$ cat src/rtl/core/snm_pkg.sv
// Shared constants, types and a helper function for the short name match block.
package snm_pkg;

  localparam int unsigned CHARS    = 12;
  localparam int unsigned NAME_LEN = 8;
  localparam int unsigned EXT_LEN  = 3;

  localparam logic [7:0] CH_NUL   = 8'h00;
  localparam logic [7:0] CH_SPACE = 8'h20;
  localparam logic [7:0] CH_DOT   = 8'h2E;
  localparam logic [7:0] CH_LOW_A = 8'h61;
  localparam logic [7:0] CH_LOW_Z = 8'h7A;
  localparam logic [7:0] CASE_OFS = 8'h20;

  // Character positions run 0 to 12; 12 means "not found" or "full length".
  typedef logic [3:0] pos_t;

  localparam pos_t POS_NONE = 4'd12;

  typedef struct packed {
    logic [CHARS-1:0][7:0]    up;
    pos_t                     len;
    pos_t                     dot;
    logic [NAME_LEN-1:0][7:0] stored_name;
    logic [EXT_LEN-1:0][7:0]  stored_ext;
  } scan_t;

  typedef struct packed {
    logic [NAME_LEN-1:0][7:0] conv_name;
    logic [EXT_LEN-1:0][7:0]  conv_ext;
    logic [NAME_LEN-1:0][7:0] stored_name;
    logic [EXT_LEN-1:0][7:0]  stored_ext;
  } conv_t;

  function automatic logic [7:0] to_upper(input logic [7:0] ch);
    if (ch >= CH_LOW_A && ch <= CH_LOW_Z) begin
      return ch - CASE_OFS;
    end
    return ch;
  endfunction

endpackage

$ cat src/rtl/core/snm_ifs.sv
// Valid/ready channel interfaces for the input and result items.
interface snm_in_if;
  logic        valid;
  logic        ready;
  logic [63:0] stored_name;
  logic [23:0] stored_ext;
  logic [63:0] user_head;
  logic [31:0] user_tail;

  modport source (output valid, stored_name, stored_ext, user_head, user_tail, input ready);
  modport sink (input valid, stored_name, stored_ext, user_head, user_tail, output ready);
endinterface

interface snm_out_if;
  logic        valid;
  logic        ready;
  logic        is_match;
  logic [63:0] conv_name;
  logic [23:0] conv_ext;

  modport source (output valid, is_match, conv_name, conv_ext, input ready);
  modport sink (input valid, is_match, conv_name, conv_ext, output ready);
endinterface

$ cat src/rtl/core/snm_scan.sv
// First stage: upper-cases every character and finds the name end and first dot.
module snm_scan
  import snm_pkg::*;
(
  input  logic        clk,
  input  logic        rst_n,
  input  logic        valid_i,
  output logic        ready_o,
  input  logic [63:0] stored_name_i,
  input  logic [23:0] stored_ext_i,
  input  logic [63:0] user_head_i,
  input  logic [31:0] user_tail_i,
  output logic        valid_o,
  input  logic        ready_i,
  output scan_t       data_o
);

  logic                  valid_r;
  scan_t                 data_r;
  scan_t                 data_nxt;
  logic [CHARS-1:0][7:0] chars;

  assign chars = {user_tail_i, user_head_i};

  // Scanning from the top down leaves the lowest matching position.
  always_comb begin
    data_nxt.len         = POS_NONE;
    data_nxt.dot         = POS_NONE;
    data_nxt.stored_name = stored_name_i;
    data_nxt.stored_ext  = stored_ext_i;
    for (int i = CHARS - 1; i >= 0; i--) begin
      data_nxt.up[i] = to_upper(chars[i]);
      if (chars[i] == CH_NUL) begin
        data_nxt.len = pos_t'(i);
      end
      if (chars[i] == CH_DOT) begin
        data_nxt.dot = pos_t'(i);
      end
    end
  end

  assign ready_o = !valid_r || ready_i;

  always_ff @(posedge clk) begin
    if (!rst_n) begin
      valid_r <= 1'b0;
    end else if (ready_o) begin
      valid_r <= valid_i;
    end
  end

  always_ff @(posedge clk) begin
    if (valid_i && ready_o) begin
      data_r <= data_nxt;
    end
  end

  assign valid_o = valid_r;
  assign data_o  = data_r;

endmodule

$ cat src/rtl/core/snm_pack.sv
// Second stage: builds the space-padded name and extension from the scan result.
module snm_pack
  import snm_pkg::*;
(
  input  logic  clk,
  input  logic  rst_n,
  input  logic  valid_i,
  output logic  ready_o,
  input  scan_t data_i,
  output logic  valid_o,
  input  logic  ready_i,
  output conv_t data_o
);

  logic       valid_r;
  conv_t      data_r;
  conv_t      data_nxt;
  logic       has_dot;
  pos_t       name_end;
  logic [4:0] ext_pos [EXT_LEN];

  // A dot at or past the end of the name does not split it.
  assign has_dot = data_i.dot < data_i.len;

  always_comb begin
    name_end = has_dot ? data_i.dot : data_i.len;
    if (name_end > pos_t'(NAME_LEN)) begin
      name_end = pos_t'(NAME_LEN);
    end
  end

  always_comb begin
    data_nxt.stored_name = data_i.stored_name;
    data_nxt.stored_ext  = data_i.stored_ext;
    for (int i = 0; i < NAME_LEN; i++) begin
      data_nxt.conv_name[i] = (pos_t'(i) < name_end) ? data_i.up[i] : CH_SPACE;
    end
    for (int e = 0; e < EXT_LEN; e++) begin
      ext_pos[e]           = {1'b0, data_i.dot} + 5'd1 + 5'(e);
      data_nxt.conv_ext[e] = CH_SPACE;
      if (has_dot && ext_pos[e] < {1'b0, data_i.len}) begin
        for (int j = 0; j < CHARS; j++) begin
          if (ext_pos[e] == 5'(j)) begin
            data_nxt.conv_ext[e] = data_i.up[j];
          end
        end
      end
    end
  end

  assign ready_o = !valid_r || ready_i;

  always_ff @(posedge clk) begin
    if (!rst_n) begin
      valid_r <= 1'b0;
    end else if (ready_o) begin
      valid_r <= valid_i;
    end
  end

  always_ff @(posedge clk) begin
    if (valid_i && ready_o) begin
      data_r <= data_nxt;
    end
  end

  assign valid_o = valid_r;
  assign data_o  = data_r;

endmodule

$ cat src/rtl/core/snm_cmp.sv
// Third stage: compares against the stored name and holds the result item.
module snm_cmp
  import snm_pkg::*;
(
  input  logic        clk,
  input  logic        rst_n,
  input  logic        valid_i,
  output logic        ready_o,
  input  conv_t       data_i,
  output logic        valid_o,
  input  logic        ready_i,
  output logic        is_match_o,
  output logic [63:0] conv_name_o,
  output logic [23:0] conv_ext_o
);

  logic        valid_r;
  logic        is_match_r;
  logic        is_match_nxt;
  logic [63:0] conv_name_r;
  logic [23:0] conv_ext_r;

  assign is_match_nxt = (data_i.conv_name == data_i.stored_name) &&
                        (data_i.conv_ext == data_i.stored_ext);

  assign ready_o = !valid_r || ready_i;

  always_ff @(posedge clk) begin
    if (!rst_n) begin
      valid_r <= 1'b0;
    end else if (ready_o) begin
      valid_r <= valid_i;
    end
  end

  always_ff @(posedge clk) begin
    if (valid_i && ready_o) begin
      is_match_r  <= is_match_nxt;
      conv_name_r <= data_i.conv_name;
      conv_ext_r  <= data_i.conv_ext;
    end
  end

  assign valid_o     = valid_r;
  assign is_match_o  = is_match_r;
  assign conv_name_o = conv_name_r;
  assign conv_ext_o  = conv_ext_r;

endmodule

$ cat src/rtl/core/short_name_match_top.sv
// An accepted item is registered in the scan, pack and compare stages in turn before its result is offered.
// Throughput: one item per cycle while the output is not stalled; each of the three stages holds one item.
// A stalled output stage only blocks the stages behind it once they are full.
// Reset (synchronous, active low) empties all three stages; the block holds no other state.
// Top level of the short name match block.
module short_name_match_top
  import snm_pkg::*;
(
  input  logic         clk,
  input  logic         rst_n,
  snm_in_if.sink       in_ch,
  snm_out_if.source    out_ch
);

  logic  scan_valid;
  logic  scan_ready;
  scan_t scan_data;
  logic  pack_valid;
  logic  pack_ready;
  conv_t pack_data;

  snm_scan u_scan (
    .clk           (clk),
    .rst_n         (rst_n),
    .valid_i       (in_ch.valid),
    .ready_o       (in_ch.ready),
    .stored_name_i (in_ch.stored_name),
    .stored_ext_i  (in_ch.stored_ext),
    .user_head_i   (in_ch.user_head),
    .user_tail_i   (in_ch.user_tail),
    .valid_o       (scan_valid),
    .ready_i       (scan_ready),
    .data_o        (scan_data)
  );

  snm_pack u_pack (
    .clk     (clk),
    .rst_n   (rst_n),
    .valid_i (scan_valid),
    .ready_o (scan_ready),
    .data_i  (scan_data),
    .valid_o (pack_valid),
    .ready_i (pack_ready),
    .data_o  (pack_data)
  );

  snm_cmp u_cmp (
    .clk         (clk),
    .rst_n       (rst_n),
    .valid_i     (pack_valid),
    .ready_o     (pack_ready),
    .data_i      (pack_data),
    .valid_o     (out_ch.valid),
    .ready_i     (out_ch.ready),
    .is_match_o  (out_ch.is_match),
    .conv_name_o (out_ch.conv_name),
    .conv_ext_o  (out_ch.conv_ext)
  );

endmodule

$ cat src/flat_wrapper.sv
// flat-port wrapper written by rule: the top's interface ports become plain ports
module short_name_match_top_flat import snm_pkg::*;
  (clk, rst_n, in_ch_valid, in_ch_stored_name, in_ch_stored_ext, in_ch_user_head, in_ch_user_tail, in_ch_ready, out_ch_valid, out_ch_is_match, out_ch_conv_name, out_ch_conv_ext, out_ch_ready);
  snm_in_if in_ch_i ();
  snm_out_if out_ch_i ();
  input  logic clk;
  input  logic rst_n;
  input wire logic [$bits(in_ch_i.valid)-1:0] in_ch_valid;
  input wire logic [$bits(in_ch_i.stored_name)-1:0] in_ch_stored_name;
  input wire logic [$bits(in_ch_i.stored_ext)-1:0] in_ch_stored_ext;
  input wire logic [$bits(in_ch_i.user_head)-1:0] in_ch_user_head;
  input wire logic [$bits(in_ch_i.user_tail)-1:0] in_ch_user_tail;
  output wire logic [$bits(in_ch_i.ready)-1:0] in_ch_ready;
  output wire logic [$bits(out_ch_i.valid)-1:0] out_ch_valid;
  output wire logic [$bits(out_ch_i.is_match)-1:0] out_ch_is_match;
  output wire logic [$bits(out_ch_i.conv_name)-1:0] out_ch_conv_name;
  output wire logic [$bits(out_ch_i.conv_ext)-1:0] out_ch_conv_ext;
  input wire logic [$bits(out_ch_i.ready)-1:0] out_ch_ready;
  assign in_ch_i.valid = in_ch_valid;
  assign in_ch_i.stored_name = in_ch_stored_name;
  assign in_ch_i.stored_ext = in_ch_stored_ext;
  assign in_ch_i.user_head = in_ch_user_head;
  assign in_ch_i.user_tail = in_ch_user_tail;
  assign in_ch_ready = in_ch_i.ready;
  assign out_ch_valid = out_ch_i.valid;
  assign out_ch_is_match = out_ch_i.is_match;
  assign out_ch_conv_name = out_ch_i.conv_name;
  assign out_ch_conv_ext = out_ch_i.conv_ext;
  assign out_ch_i.ready = out_ch_ready;
  short_name_match_top u_core (.clk(clk), .rst_n(rst_n), .in_ch(in_ch_i), .out_ch(out_ch_i));
endmodule
$ cat config.mk
export PLATFORM = sky130hd
export DESIGN_NAME = short_name_match_top_flat
export DESIGN_NICKNAME = d
export VERILOG_FILES = /design/src/rtl/core/snm_pkg.sv /design/src/rtl/core/snm_ifs.sv /design/src/rtl/core/snm_scan.sv /design/src/rtl/core/snm_pack.sv /design/src/rtl/core/snm_cmp.sv /design/src/rtl/core/short_name_match_top.sv /design/src/flat_wrapper.sv
export SDC_FILE = /design/constraint.sdc
export NUM_CORES = 1
export LEC_CHECK = 0
export ABC_AREA = 1
export BUFFER_PORTS_ARGS = -buffer_cell sky130_fd_sc_hd__buf_4
export CELL_PAD_IN_SITES_DETAIL_PLACEMENT = 0
export CELL_PAD_IN_SITES_GLOBAL_PLACEMENT = 1
export CORE_UTILIZATION = 45
export CTS_BUF_LIST = sky130_fd_sc_hd__clkbuf_4 sky130_fd_sc_hd__clkbuf_8
export DETAILED_ROUTE_END_ITERATION = 12
export HOLD_SLACK_MARGIN = 0.15
export MAX_ROUTING_LAYER = met4
export PLACE_DENSITY_LB_ADDON = 0.1
export REMOVE_ABC_BUFFERS = 1
export SYNTH_ARGS = -nofsm -noshare
export SYNTH_HDL_FRONTEND = slang
export SYNTH_SLANG_ARGS = --single-unit
$ cat constraint.sdc
create_clock -name clk -period 8.7 [get_ports clk]
set_clock_uncertainty 0.1 [all_clocks]
set_input_delay 0.87 -clock clk [delete_from_list [all_inputs] [get_ports clk]]
set_output_delay 0.87 -clock clk [all_outputs]
set_load 0.02 [all_outputs]
==> impl_metrics.csv <==
group,metric,value,unit
route,wl_per_cell,20.08,microns
clock_tree,clk_path_buf_depth,3,
power_and_ir_drop,comb_power_share,9.1,%
clock_tree,htree_num_levels,3,
place,post-dp-hpwl,45230,microns
clock_tree,cts_tree,"done",
die,die_y,218.0,microns
die,start_util,45.97,%
power_and_ir_drop,ir_drop,0.1308,mV
power_and_ir_drop,p_int,3.858,mW
final_layout,drive_above_1_share,20.75,%
route,via_count,15130,
critical_path,path_class,"reg2reg",
power_and_ir_drop,power_switching,1.206,mW
critical_path,crit_required,9000,ps
global_routing,grt_max_degree,74,
route,drcViolationCount,0,
die,pin_count,279,
place,place_area,23860,sq um
yosys,synth.distinct_cells,49,
die,rows,78,
yosys,synthArstFlopShare,0,%
global_routing,antenna_found_initial,0,
final_layout,area_growth_syn_to_layout,21.26,%
clock_tree,cts-resized-gates,0,
min_path,hp-class,"in2reg",
timing,final-max-slew-violation-count,0,
yosys,avgSynthCellArea,10.87,sq um
yosys,netlist_area,21000,sq um
place,place.port_buffers,278,
final_layout,fin_area,25460,sq um
die,fp.coreArea,45670,sq um
global_routing,grt_pass1_wl,87750,microns
timing,period_share,44.08,%
power_and_ir_drop,leakage,10.42,nW
flow_run,cap_violations,0,
clock_tree,cts_root_buf,"clkbuf_8",
yosys,ys_warn_count,0,
clock_tree,cts_made_buffers,79,
power_and_ir_drop,seqPwrFrac,52.0,%
power_and_ir_drop,p_clk_share,38.9,%
clock_tree,cts.hold.buffers_added,0,
critical_path,rrSetupSlack,4860,ps
yosys,synth_area_leader_cell,"edfxtp_1",
route,ant_nets,0,
yosys,synth.area.top_cells,"edfxtp_1, nand2_1, inv_1",
final_layout,fillers,4117,
critical_path,start_kind,"flip-flop",
die,die_area,47530,sq um
timing,setup_violations,0,
route,via_per_inst,5.142,
global_routing,grt_overflow,0,
clock_tree,clk_latency,650,ps
place,gp_congestion,0.9427,
global_routing,grt_pass1_vias,14780,
power_and_ir_drop,finalPower,5.064,mW
yosys,syn_inst,1931,
critical_path,critical_path_arrival,4140,ps
critical_path,path_max_fanout,10,
timing,finalWorstPathRequiredPeriod,3835,ps
timing,setup_tns,0,ps
status,status,"finished clean",
timing,rsz0062_at_grt,"false",
yosys,ys.flop_type,"edfxtp_1",
final_layout,antenna_cells,0,
yosys,yosys-top-cells-count,"edfxtp_1, nand2_1, inv_1",
final_layout,fin_nets,2505,
power_and_ir_drop,p_sw_share,23.81,%
timing,finalHoldViolations,0,
route,drtIter0Drc,1147,
clock_tree,postCtsSetupBuffers,0,
yosys,synth_seq_cells,460,
route,first_pass_iters,5,
clock_tree,cts_sinks,460,
global_routing,grt.total_usage,25.88,%
critical_path,worstSetupEndpointType,"flip-flop",
clock_tree,cts.reportedPaths.clkPinSlew,60,ps
yosys,yosysTopAreaCellShare,65.36,%
timing,slew_headroom,16.92,%
timing,tightest_slew,1235,ps
power_and_ir_drop,power_density,198.9,nW/um^2
timing,fmax,0.2607,GHz
route,wl,59090,microns
yosys,yosysMostFrequentCell,"edfxtp_1",
die,die_x,218.0,microns
yosys,synth-edff-count,457,
yosys,ys_seq_area_share,65.65,%
-- state kept, by name (all words and copies together) (netlist names) --
| name | flops |
|---|---|
| u_core.u_scan.data_o | 192 |
| u_core.u_cmp.is_match_o | 1 |
| u_core.u_cmp.valid_o | 1 |
| u_core.u_cmp.conv_name_o | 64 |
| u_core.u_pack.valid_o | 1 |
| u_core.u_pack.data_o | 176 |
| u_core.u_scan.valid_o | 1 |
| u_core.u_cmp.conv_ext_o | 24 |
-- power groups by stage --
stage,Clock (mW),Sequential [mW],Combinational [mW]
3_5_place_dp,0,2.68,0.459
2_1_floorplan,0,2.67,0.238
6_report,1.97,2.63,0.460
3_3_place_gp,0,2.67,0.453
4_1_cts,2.02,2.63,0.461
5_1_grt,2.11,2.64,0.509
-- cell usage in the layout, fill, tap and decap left out, types with 3 or more instances in the layout --
| master | instances |
|---|---|
| a21oi_1 | 84 |
| a21oi_2 | 5 |
| a31oi_1 | 5 |
| buf_4 | 290 |
| bufinv_16 | 5 |
| clkbuf_4 | 22 |
| clkbuf_8 | 83 |
| clkinv_1 | 15 |
| clkinv_2 | 13 |
| dfxtp_1 | 3 |
| edfxtp_1 | 457 |
| ha_1 | 33 |
| inv_1 | 309 |
| inv_2 | 8 |
| inv_6 | 4 |
| nand2_1 | 373 |
| nand2_2 | 10 |
| nand2_4 | 5 |
| nand3_1 | 86 |
| nand3_2 | 5 |
| nand3b_1 | 3 |
| nand4_1 | 26 |
| nor2_1 | 156 |
| nor2_2 | 9 |
| nor2_4 | 5 |
| nor3_1 | 22 |
| nor4_1 | 28 |
| o2111ai_1 | 5 |
| o211ai_1 | 16 |
| o21ai_0 | 126 |
| o21ai_1 | 11 |
| o21bai_1 | 14 |
| o311ai_0 | 3 |
| or2_2 | 14 |
| xnor2_1 | 55 |
| xor2_1 | 13 |
-- cell families (layout without fill, tap and decap cells) --
family,Yosys count,count (layout),synth area share (%)
AO/OA/AOI/OAI,282,282,7.574
adder cells (fa/ha/maj),33,33,1.967
AND/OR/NAND/NOR,749,749,15.82
buffers and inverters,339,750,6.162
XOR/XNOR,68,68,2.837
flip-flops,460,460,65.65
-- layout make-up --
cell class                 count  area, sq um  area share [%]
sequential                   460        13780           54.14
multi-input combinational   1132         5937           23.32
timing repair buffer         290         2177           8.551
clock buffer                 105         1308           5.136
inverter                     321         1216           4.777
tap                          600        750.7           2.949
clock inverter                34        287.8           1.130
-- per-layer routing --
metal	up-vias	track usage (%)	wire (microns)
met2	487	37.56	26260
met4	0	5.804	796
li1	7301	-	-
met1	7278	37.60	28620
met3	63	4.923	3409
met5	-	-	0
-- final timing paths --
path	start	to	depth (start not counted)
worst min register to register	u_core.u_scan.data_o[34]	u_core.u_pack.data_o[34]	0
worst max-delay path	u_core.u_scan.data_o[89]	u_core.u_pack.data_o[110]	17
worst max register to register	u_core.u_scan.data_o[89]	u_core.u_pack.data_o[110]	17
worst min-delay path	in_ch_stored_name[20]	u_core.u_scan.data_o[44]	1
-- stage by stage --
step | hold WS [ps] | worst slack (ps) | cells | util (%)
4_1_cts | 232.2 | 4895 | 2942 | 55.74
6_report | 291.3 | 4865 | 2942 | 55.74
3_5_place_dp | 304.5 | 4899 | 2803 | 52.25
2_1_floorplan | 300.3 | 2846 | 1913 | -
5_1_grt | 235.7 | 4547 | 2942 | 55.74
3_3_place_gp | 302.2 | 4928 | 2803 | 52.25
-- worst max-delay path, cell delays in order (launching register included) --
cell      delay, ps
edfxtp_1        520
ha_1            270
nand2_1         110
inv_1            60
nor2_2          210
ha_1            240
nand3_1         150
a21oi_1         280
nand2_1         120
nor2_1          460
inv_1           230
o21ai_1         130
inv_1            50
nand2_1          80
nand2_1          90
nand2_1          70
nand2_1          50
a21oi_1         380
Power figures use the tool's default switching activity.
